File: config.mk
export PLATFORM = sky130hd
export DESIGN_NAME = modular_inverse_ext_euclid_top
export DESIGN_NICKNAME = d
export VERILOG_FILES = /design/src/rtl/core/minv_pkg.sv /design/src/rtl/core/minv_div.sv /design/src/rtl/core/modular_inverse_ext_euclid_top.sv
export SDC_FILE = /design/constraint.sdc
export NUM_CORES = 1
export LEC_CHECK = 0
export ABC_AREA = 1
export BUFFER_PORTS_ARGS = -buffer_cell sky130_fd_sc_hd__clkbuf_2
export CORE_MARGIN = 3
export CORE_UTILIZATION = 45
export CTS_CLUSTER_SIZE = 30
export DETAILED_ROUTE_END_ITERATION = 6
export HOLD_SLACK_MARGIN = 0.15
export PLACE_DENSITY = 0.63
export SETUP_SLACK_MARGIN = 0.1
export SLEW_MARGIN = 20
export SYNTH_ARGS = -nofsm -noshare
export SYNTH_HDL_FRONTEND = slang
export SYNTH_HIERARCHICAL = 1
export SYNTH_SLANG_ARGS = --single-unit
File: constraint.sdc
create_clock -name clock -period 7.3 [get_ports clock]
set_clock_uncertainty 0.05 [all_clocks]
set_input_delay 0.365 -clock clock [delete_from_list [all_inputs] [get_ports clock]]
set_output_delay 0.365 -clock clock [all_outputs]
set_load 0.05 [all_outputs]
File: src/rtl/core/minv_pkg.sv
// minv_pkg: shared types for the modular inverse block
// holds the handshake structs between the sequencer and the shared divide unit
// no dependencies

package minv_pkg;

   // command from the sequencer to the divide unit
   typedef struct packed {
      logic start;
   } div_ctrl_type;

   // status from the divide unit back to the sequencer
   typedef struct packed {
      logic done;
   } div_stat_type;

endpackage : minv_pkg

File: src/rtl/core/minv_div.sv
// minv_div: shared bit-serial divide unit, one quotient bit per cycle
// also folds the quotient into a running product with a multiplier word (mod 2^WIDTH)
// depends on minv_pkg

module minv_div
   import minv_pkg::*;
#(
   parameter int WIDTH = 32
) (
   input  logic             clock,
   input  logic             reset,
   input  div_ctrl_type     ctrl,
   input  logic [WIDTH-1:0] dividend,
   input  logic [WIDTH-1:0] divisor,
   input  logic [WIDTH-1:0] mult,
   output div_stat_type     stat,
   output logic [WIDTH-1:0] remainder,
   output logic [WIDTH-1:0] product
);

   localparam int CNT_W = $clog2(WIDTH);

   logic             busy_ff,  busy_in;
   logic             done_ff,  done_in;
   logic [CNT_W-1:0] cnt_ff,   cnt_in;
   logic [WIDTH-1:0] quo_ff,   quo_in;
   logic [WIDTH-1:0] rem_ff,   rem_in;
   logic [WIDTH-1:0] acc_ff,   acc_in;

   logic [WIDTH:0]   rem_shift;
   logic [WIDTH:0]   diff;
   logic             qbit;

   // one restoring step: shift in the next dividend bit and try the subtract
   assign rem_shift = {rem_ff, quo_ff[WIDTH-1]};
   assign diff      = rem_shift - {1'b0, divisor};
   assign qbit      = ~diff[WIDTH];

   // step control and datapath next values
   always_comb begin
      busy_in = busy_ff;
      done_in = 1'b0;
      cnt_in  = cnt_ff;
      quo_in  = quo_ff;
      rem_in  = rem_ff;
      acc_in  = acc_ff;
      if (ctrl.start) begin
         busy_in = 1'b1;
         cnt_in  = '0;
         quo_in  = dividend;
         rem_in  = '0;
         acc_in  = '0;
      end else if (busy_ff) begin
         quo_in = {quo_ff[WIDTH-2:0], qbit};
         rem_in = qbit ? diff[WIDTH-1:0] : rem_shift[WIDTH-1:0];
         // horner form of quotient times multiplier, msb first
         acc_in = {acc_ff[WIDTH-2:0], 1'b0} + (qbit ? mult : '0);
         cnt_in = cnt_ff + 1'b1;
         if (cnt_ff == CNT_W'(WIDTH - 1)) begin
            busy_in = 1'b0;
            done_in = 1'b1;
         end
      end
   end

   always_ff @(posedge clock) begin
      if (reset) begin
         busy_ff <= 1'b0;
         done_ff <= 1'b0;
      end else begin
         busy_ff <= busy_in;
         done_ff <= done_in;
      end
      cnt_ff <= cnt_in;
      quo_ff <= quo_in;
      rem_ff <= rem_in;
      acc_ff <= acc_in;
   end

   assign stat.done = done_ff;
   assign remainder = rem_ff;
   assign product   = acc_ff;

endmodule : minv_div

File: src/rtl/core/modular_inverse_ext_euclid_top.sv
// modular_inverse_ext_euclid_top: modular inverse by extended euclid
// each request runs euclid rounds, one per pass of the bit-serial divide unit, then a final
// reduction on the divide unit when the adjusted coefficient is still not below the modulus
// requests: one transaction at a time; a zero modulus skips the divide unit
// reset: synchronous, active high; clears the sequencer and the result valid flag
// depends on minv_pkg and minv_div

module modular_inverse_ext_euclid_top
   import minv_pkg::*;
#(
   parameter int WIDTH = 32
) (
   input  logic                                 clock,
   input  logic                                 reset,
   // request channel
   input  logic                                 req_tvalid,
   output logic                                 req_tready,
   // tdata, low bit up: value, modulus, zero fill
   input  logic [((2 * WIDTH + 7) / 8) * 8-1:0] req_tdata,
   // response channel
   output logic                                 rsp_tvalid,
   input  logic                                 rsp_tready,
   // tdata, low bit up: inverse_out, gcd_out, zero fill
   output logic [((2 * WIDTH + 7) / 8) * 8-1:0] rsp_tdata,
   // tuser: not_invertible
   output logic                                 rsp_tuser
);

   localparam int DATA_W = ((2 * WIDTH + 7) / 8) * 8;

   typedef enum logic [2:0] {
      ST_IDLE,
      ST_DIV,
      ST_CHECK,
      ST_REDUCE,
      ST_FINISH
   } state_type;

   state_type        state_ff,    state_in;
   logic [WIDTH-1:0] rp_ff,       rp_in;
   logic [WIDTH-1:0] rc_ff,       rc_in;
   logic [WIDTH-1:0] cp_ff,       cp_in;
   logic [WIDTH-1:0] cc_ff,       cc_in;
   logic [WIDTH-1:0] n_ff,        n_in;
   logic             start_ff,    start_in;
   logic [WIDTH-1:0] res_inv_ff,  res_inv_in;
   logic [WIDTH-1:0] res_gcd_ff,  res_gcd_in;
   logic             res_bad_ff,  res_bad_in;
   logic             rsp_vld_ff,  rsp_vld_in;
   logic [WIDTH-1:0] rsp_inv_ff,  rsp_inv_in;
   logic [WIDTH-1:0] rsp_gcd_ff,  rsp_gcd_in;
   logic             rsp_bad_ff,  rsp_bad_in;

   logic [WIDTH-1:0] req_value;
   logic [WIDTH-1:0] req_modulus;
   logic [WIDTH-1:0] adj;
   logic [WIDTH-1:0] div_rem;
   logic [WIDTH-1:0] div_prod;
   div_ctrl_type     div_ctrl;
   div_stat_type     div_stat;

   assign req_value   = req_tdata[WIDTH-1:0];
   assign req_modulus = req_tdata[2*WIDTH-1:WIDTH];

   // shared divide unit: rp / rc, product of quotient and cc
   assign div_ctrl.start = start_ff;

   minv_div #(
      .WIDTH (WIDTH)
   ) u_div (
      .clock     (clock),
      .reset     (reset),
      .ctrl      (div_ctrl),
      .dividend  (rp_ff),
      .divisor   (rc_ff),
      .mult      (cc_ff),
      .stat      (div_stat),
      .remainder (div_rem),
      .product   (div_prod)
   );

   // negative coefficient brought up by the modulus
   assign adj = cp_ff[WIDTH-1] ? (cp_ff + n_ff) : cp_ff;

   // sequencer next state
   always_comb begin
      state_in   = state_ff;
      rp_in      = rp_ff;
      rc_in      = rc_ff;
      cp_in      = cp_ff;
      cc_in      = cc_ff;
      n_in       = n_ff;
      start_in   = 1'b0;
      res_inv_in = res_inv_ff;
      res_gcd_in = res_gcd_ff;
      res_bad_in = res_bad_ff;
      rsp_vld_in = rsp_vld_ff & ~rsp_tready;
      rsp_inv_in = rsp_inv_ff;
      rsp_gcd_in = rsp_gcd_ff;
      rsp_bad_in = rsp_bad_ff;

      unique case (state_ff)
         ST_IDLE: begin
            if (req_tvalid) begin
               n_in = req_modulus;
               if (req_modulus == '0) begin
                  // zero modulus: plain gcd, inverse only for a value of one
                  res_gcd_in = req_value;
                  res_bad_in = (req_value != WIDTH'(1));
                  res_inv_in = (req_value == WIDTH'(1)) ? WIDTH'(1) : '0;
                  state_in   = ST_FINISH;
               end else begin
                  rp_in    = req_value;
                  rc_in    = req_modulus;
                  cp_in    = WIDTH'(1);
                  cc_in    = '0;
                  start_in = 1'b1;
                  state_in = ST_DIV;
               end
            end
         end
         ST_DIV: begin
            // one euclid round per division
            if (div_stat.done) begin
               rp_in = rc_ff;
               rc_in = div_rem;
               cp_in = cc_ff;
               cc_in = cp_ff - div_prod;
               if (div_rem == '0) begin
                  state_in = ST_CHECK;
               end else begin
                  start_in = 1'b1;
               end
            end
         end
         ST_CHECK: begin
            res_gcd_in = rp_ff;
            if (rp_ff != WIDTH'(1)) begin
               res_bad_in = 1'b1;
               res_inv_in = '0;
               state_in   = ST_FINISH;
            end else begin
               res_bad_in = 1'b0;
               if (adj >= n_ff) begin
                  // still out of range: reduce on the divide unit
                  rp_in    = adj;
                  rc_in    = n_ff;
                  start_in = 1'b1;
                  state_in = ST_REDUCE;
               end else begin
                  res_inv_in = adj;
                  state_in   = ST_FINISH;
               end
            end
         end
         ST_REDUCE: begin
            if (div_stat.done) begin
               res_inv_in = div_rem;
               state_in   = ST_FINISH;
            end
         end
         ST_FINISH: begin
            // load the output register once it is free
            if (!rsp_vld_ff || rsp_tready) begin
               rsp_vld_in = 1'b1;
               rsp_inv_in = res_inv_ff;
               rsp_gcd_in = res_gcd_ff;
               rsp_bad_in = res_bad_ff;
               state_in   = ST_IDLE;
            end
         end
         default: begin
            state_in = ST_IDLE;
         end
      endcase
   end

   // state and registered outputs
   always_ff @(posedge clock) begin
      if (reset) begin
         state_ff   <= ST_IDLE;
         start_ff   <= 1'b0;
         rsp_vld_ff <= 1'b0;
      end else begin
         state_ff   <= state_in;
         start_ff   <= start_in;
         rsp_vld_ff <= rsp_vld_in;
      end
      rp_ff      <= rp_in;
      rc_ff      <= rc_in;
      cp_ff      <= cp_in;
      cc_ff      <= cc_in;
      n_ff       <= n_in;
      res_inv_ff <= res_inv_in;
      res_gcd_ff <= res_gcd_in;
      res_bad_ff <= res_bad_in;
      rsp_inv_ff <= rsp_inv_in;
      rsp_gcd_ff <= rsp_gcd_in;
      rsp_bad_ff <= rsp_bad_in;
   end

   assign req_tready = (state_ff == ST_IDLE);
   assign rsp_tvalid = rsp_vld_ff;
   assign rsp_tdata  = DATA_W'({rsp_gcd_ff, rsp_inv_ff});
   assign rsp_tuser  = rsp_bad_ff;

endmodule : modular_inverse_ext_euclid_top
==> flow_metrics.tcl, run 1 <==
set metrics [dict create \
    status "completed" \
    place_congestion 1.028 \
    use_met2 0.4817 \
    cp_cell_sequence "ha_1, fa_1, nand2_1, nand2_1, o21ai_2, inv_1, nand3_1, nand3_2, nand2_1, nand2_1, nand2_1, nand3_1, and2_1, ha_1, nand2_1, nor2_1, nand4_1, nor4_1, nand2_1, nand2_1, a21oi_1, nor3_4, buf_4" \
    cp.arrival_ns 5.23 \
    grt_pass1_vias 22360 \
    clockRootBuffer "clkbuf_16" \
    busiest_layer "met2" \
    ys_top_cells_by_count "nand2_1 (811), inv_1 (421), edfxtp_1 (322), nor2_1 (288), a21oi_1 (200)" \
    rsz0062_at_grt "false" \
    globalRoute.totalOverflow 0 \
    cts_tree "yes" \
    clockBufferDepth 3 \
    min_path_type "in2reg" \
    fp.dieArea_mm2 0.05864 \
    yosysTopAreaCell "edfxtp_1" \
    dr.pass1.iters 5 \
    final_nets 3529 \
    hold_depth 3 \
    final.setup.tns_ns 0 \
    gr-usage-met3 0.03763 \
    cp.required_ns 7.46 \
    avgSynthCellArea_um2 8.062 \
    path_max_fanout 64 \
    cts_buffers 46 \
    setup_viol 0 \
    clk_latency_ns 0.59 \
    ys_types 62 \
    min_period_over_period 0.6946 \
    r2r_cells 23 \
    io_buffers 134 \
    yosys.area.top_type_share 0.3853 \
    cts.clk_slew.worst_paths_ns 0.06 \
    drtIter0Drc 1873 \
    grt_first_pass_wirelength_um 128300 \
    worstMarginPinSlew_ns 1.053 \
    ios 135 \
    cpMostUsedCell "nand2_1" \
    placementRows 85 \
    post-synth-top-count-cell "nand2_1" \
    routed_wl_um 83600 \
    p_per_area_mw_per_mm2 500.6 \
    yosysWarnings 6 \
    utilization 0.5267 \
    cts.sinks 398 \
    vias 22480 \
    max_freq_mhz 197.2 \
    drive_gt1_frac 0.09829 \
    routed_via_density 5.516 \
    synthFlopType "edfxtp_1" \
    ant_nets 0 \
    synthTopCellsByArea "edfxtp_1 (39%), nand2_1 (12%), ha_1 (7.9%)" \
    antenna_found_initial 2 \
    synthesis.area_mm2 0.02510 \
    track_usage 0.2800 \
    start_kind "flip-flop" \
    finalHoldViolations 0 \
    dp_hpwl_um 64340 \
    crit_slowest_cell "buf_4" \
    syn_nets 3343 \
    ys_seq_area_frac 0.4459 \
    grt_max_degree 85 \
    syn_to_final_growth_pct 14.27 \
    drv_slew 0 \
    die_y_um 242.2 \
    p_leak_nw 12.53 \
    die_w_um 242.2 \
    period_needed_ns 5.070 \
    synthCells 3113 \
    critical-path-max-stage-delay_ns 0.72 \
    initial_utilization 0.4609 \
    cap_violations 0 \
    total_power_mw 14.36 \
    cts.htree.levels 2 \
    critPathKind "reg2reg" \
    n_antenna_cell 0 \
    vdd_drop_max_v 0.0002925 \
    relSlewSlack 0.2936 \
    core_mm2 0.05445 \
    synth_edf_count 322 \
    synth_seq_cells 398 \
    drc 0 \
    grtUsageMet1 0.3528 \
    synthArstFlopShare 0 \
    wl_per_cell_um 20.51 \
    endpoint_kind "flip-flop" \
]
registers in the layout, summed over array words and instances, names as in the netlist, 3 cells and up:
register and count:
u_div/product 32, rc_ff 32, res_gcd_ff 32, state_ff 3, rp_ff 32, u_div/cnt_ff 5
u_div/quo_ff 32, cc_ff 32, rsp_inv_ff 32, rsp_gcd_ff 32, res_inv_ff 32, cp_ff 32
n_ff 32, u_div/remainder 32
routing by layer:
metal,routed length [µm],vias up
met5,0,-
met4,4082,0
met3,4860,210
met2,39800,814
met1,34850,10600
li1,-,10860
placed cells by master (no fill, tap or decap), drive strengths merged, types with 31 or more instances in the layout:
| cell type | Yosys | layout |
|---|---|---|
| inv | 431 | 434 |
| nand2 | 832 | 832 |
| clkbuf | 34 | 201 |
| ha | 158 | 158 |
| edfxtp | 322 | 322 |
| nor2 | 302 | 302 |
| nand4 | 49 | 49 |
| dlygate4sd3 | 0 | 64 |
| o21ai | 211 | 211 |
| nor3 | 31 | 31 |
| o221ai | 32 | 32 |
| nand3 | 147 | 147 |
| dfxtp | 76 | 76 |
| nor4 | 31 | 31 |
| a21oi | 205 | 205 |
report_power, final:
group          switching (mW)  internal (mW)  total, mW
Clock                   0.971           1.37       2.35
Combinational            5.48           2.40       7.89
Sequential              0.617           3.51       4.12
Total                    7.07           7.29       14.4
layout make-up:
type	instances	area (µm²)
Fill cell	5184	25770
Multi-Input combinational cell	2206	11970
Sequential cell	398	11190
Inverter	432	1624
Timing Repair Buffer	215	1439
Clock buffer	67	1280
Tap cell	739	924.6
Clock inverter	19	252.7
cells by family after synthesis:
family,share of synthesized area
xor+xnor,0.01605
fa+ha+maj,0.08196
flops,0.4459
compound gates,0.1316
simple gates,0.2453
buf+inv,0.07922
worst paths after layout:
| check | from | end | slack, ns |
|---|---|---|---|
| setup / recovery | n_ff[0]$_DFFE_PP_ | rp_ff[20]$_DFFE_PP_ | 2.23 |
| hold / removal | req_tdata[11] | rp_ff[11]$_DFFE_PP_ | 0.19 |
| setup reg to reg | n_ff[0]$_DFFE_PP_ | rp_ff[20]$_DFFE_PP_ | 2.23 |
| hold reg to reg | res_inv_ff[11]$_DFFE_PP_ | rsp_inv_ff[11]$_DFFE_PP_ | 0.37 |
timing repair:
action                    in CTS  in global routing
hold buffers                  64                  0
hold endpoints to repair     122                  0
buffers inserted               0                  0
resized for setup              0                  0
critical path, delay by kind of cell (launching register included):
kind	cells	cell delay [ns]
adder cells (fa/ha/maj)	3	1.09
AND/OR/NAND/NOR	16	2.00
buffers and inverters	2	0.81
AO/OA/AOI/OAI	2	0.22
flip-flops	1	0.47
metrics by stage:
stage                     area, µm²  hold WS (ns)  setup WS, ns  std cells
after global routing          28680        0.1755         1.829       4076
final                         28680        0.1919         2.230       4076
after CTS                     28680        0.1517         2.181       4076
after floorplan               25100        0.3503         1.505       3113
after global placement        26510        0.3512         2.236       3926
after detailed placement      26510        0.3545         2.193       3926
(Power assumes the default switching activity.)
==> run 2, diff against run 1 <==
- clock period: 7.3 -> 4.3 ns (I/O delays scaled with it)
==> run 2 against run 1 <==
Effect of this change: global-route usage rose by 1.7 points; via count rose by 5.1%; critical path type unchanged; clock power rose by 73%; highest routed layer unchanged; power rose by 89%; combinational power rose by 100%; count of clock-buffer cells in the layout fell by 8.
==> flow_metrics.tcl, run 2 (synthesized netlist as in run 1, its figures left out) <==
set metrics [dict create \
    endpoint_kind "flip-flop" \
    relSlewSlack 0.3553 \
    initial_utilization 0.4609 \
    track_usage 0.2970 \
    die_w_um 242.2 \
    vdd_drop_max_v 0.0004228 \
    routed_via_density 5.489 \
    start_kind "flip-flop" \
    syn_to_final_growth_pct 24.37 \
    wl_per_cell_um 20.85 \
    final_cell_mix "nand2_1 (795), inv_1 (420), edfxtp_1 (322), nor2_1 (279), buf_4 (231)" \
    globalRoute.totalOverflow 0 \
    routed_wl_um 89760 \
    dp_hpwl_um 68840 \
    final.setup.tns_ns 0 \
    min_period_over_period 0.9620 \
    cts.htree.levels 2 \
    period_needed_ns 4.136 \
    antenna_found_initial 2 \
    grt_pass1_vias 23510 \
    cp.arrival_ns 4.36 \
    ant_nets 0 \
    worstMarginPinSlew_ns 0.9657 \
    max_freq_mhz 241.8 \
    final_nets 3761 \
    die_y_um 242.2 \
    cap_violations 0 \
    fin_hold_ws_ns 0.3520 \
    drc 0 \
    placementRows 85 \
    cts.sinks 398 \
    status "completed" \
    p_per_area_mw_per_mm2 867.8 \
    drv_slew 0 \
    core_mm2 0.05445 \
    n_antenna_cell 0 \
    grt_max_degree 67 \
    ios 135 \
    cp.required_ns 4.52 \
    cts_tree "yes" \
    vias 23630 \
    finalHoldViolations 0 \
    clk_latency_ns 0.61 \
    cts.clk_slew.worst_paths_ns 0.06 \
    clockRootBuffer "clkbuf_16" \
    path_max_fanout 32 \
    cts_buffers 46 \
    fp.dieArea_mm2 0.05864 \
    clockBufferDepth 3 \
    p_leak_nw 13.85 \
    setup_viol 0 \
    critPathKind "reg2reg" \
    layout_commonest_cell "nand2_1" \
    grt_first_pass_wirelength_um 134900 \
    drive_gt1_frac 0.1842 \
    rsz0062_at_grt "true" \
    io_buffers 134 \
    place_congestion 1.034 \
    utilization 0.5733 \
    drtIter0Drc 1885 \
    dr.pass1.iters 5 \
    min_path_type "in2reg" \
]
run 2: power breakdown:
part	internal [mW]	switching, mW	total [mW]
clock network	2.37	1.70	4.07
registers	5.94	0.975	6.92
logic	5.83	10.3	16.1
run 2: cell type report:
class,instances,area [µm²]
Tap cell,739,924.6
Multi-Input combinational cell,2206,12570
Timing Repair Buffer,447,3358
Inverter,432,1624
Clock buffer,59,1250
Clock inverter,25,301.5
Fill cell,5054,23240
Sequential cell,398,11190
run 2: final timing paths:
| path | depth (start not counted) | from | slack [ns] | to |
|---|---|---|---|---|
| setup / recovery | 20 | n_ff[11]$_DFFE_PP_ | 0.16 | res_inv_ff[24]$_DFFE_PP_ |
| hold / removal | 2 | req_tdata[36] | 0.35 | n_ff[4]$_DFFE_PP_ |
| setup reg to reg | 20 | n_ff[11]$_DFFE_PP_ | 0.16 | res_inv_ff[24]$_DFFE_PP_ |
| hold reg to reg | 0 | res_gcd_ff[29]$_DFFE_PP_ | 0.37 | rsp_gcd_ff[29]$_DFFE_PP_ |
run 2: metrics by stage:
stage / setup slack, ns / cell area (µm²) / power, mW / instances
4_1_cts: 0.1050 / 30440 / 26.15 / 4289
3_5_place_dp: -0.02631 / 28140 / 21.83 / 4134
5_1_grt: -0.05662 / 31210 / 29.06 / 4306
2_1_floorplan: -0.4737 / 25130 / 16.25 / 3113
6_report: 0.1635 / 31210 / 27.09 / 4306
3_3_place_gp: -0.02172 / 28140 / 21.64 / 4134
run 2: worst max-delay path: stages (launching register included):
cell and delay, ns:
edfxtp_1 0.42, ha_1 0.39, nand2_2 0.10, nor2_2 0.12, inv_1 0.13, nor3_4 0.30, nand3_2 0.22, nand3_1 0.17
nor2_1 0.06, o21ai_2 0.22, ha_1 0.28, a21oi_1 0.22, nor2_1 0.07, o21bai_1 0.13, a21oi_1 0.08, nor2_1 0.11
nand2_2 0.12, nand3_1 0.11, nand3b_1 0.12, inv_1 0.12, buf_12 0.24
run 2: layer usage:
metal,wire length (µm),GRT usage
met1,35490,0.3582
met2,44080,0.5221
met3,5423,0.03985
met4,4770,0.1459
met5,0,0
run 2: timing repair:
action / 4_1_cts / 5_1_grt
gates cloned: 1 / 6
hold buffers: 67 / 0
hold endpoints to repair: 156 / 0
setup buffers: 3 / 11
resized for setup: 10 / 127
setup endpoints to repair: 98 / 118
pin swaps: 2 / 21
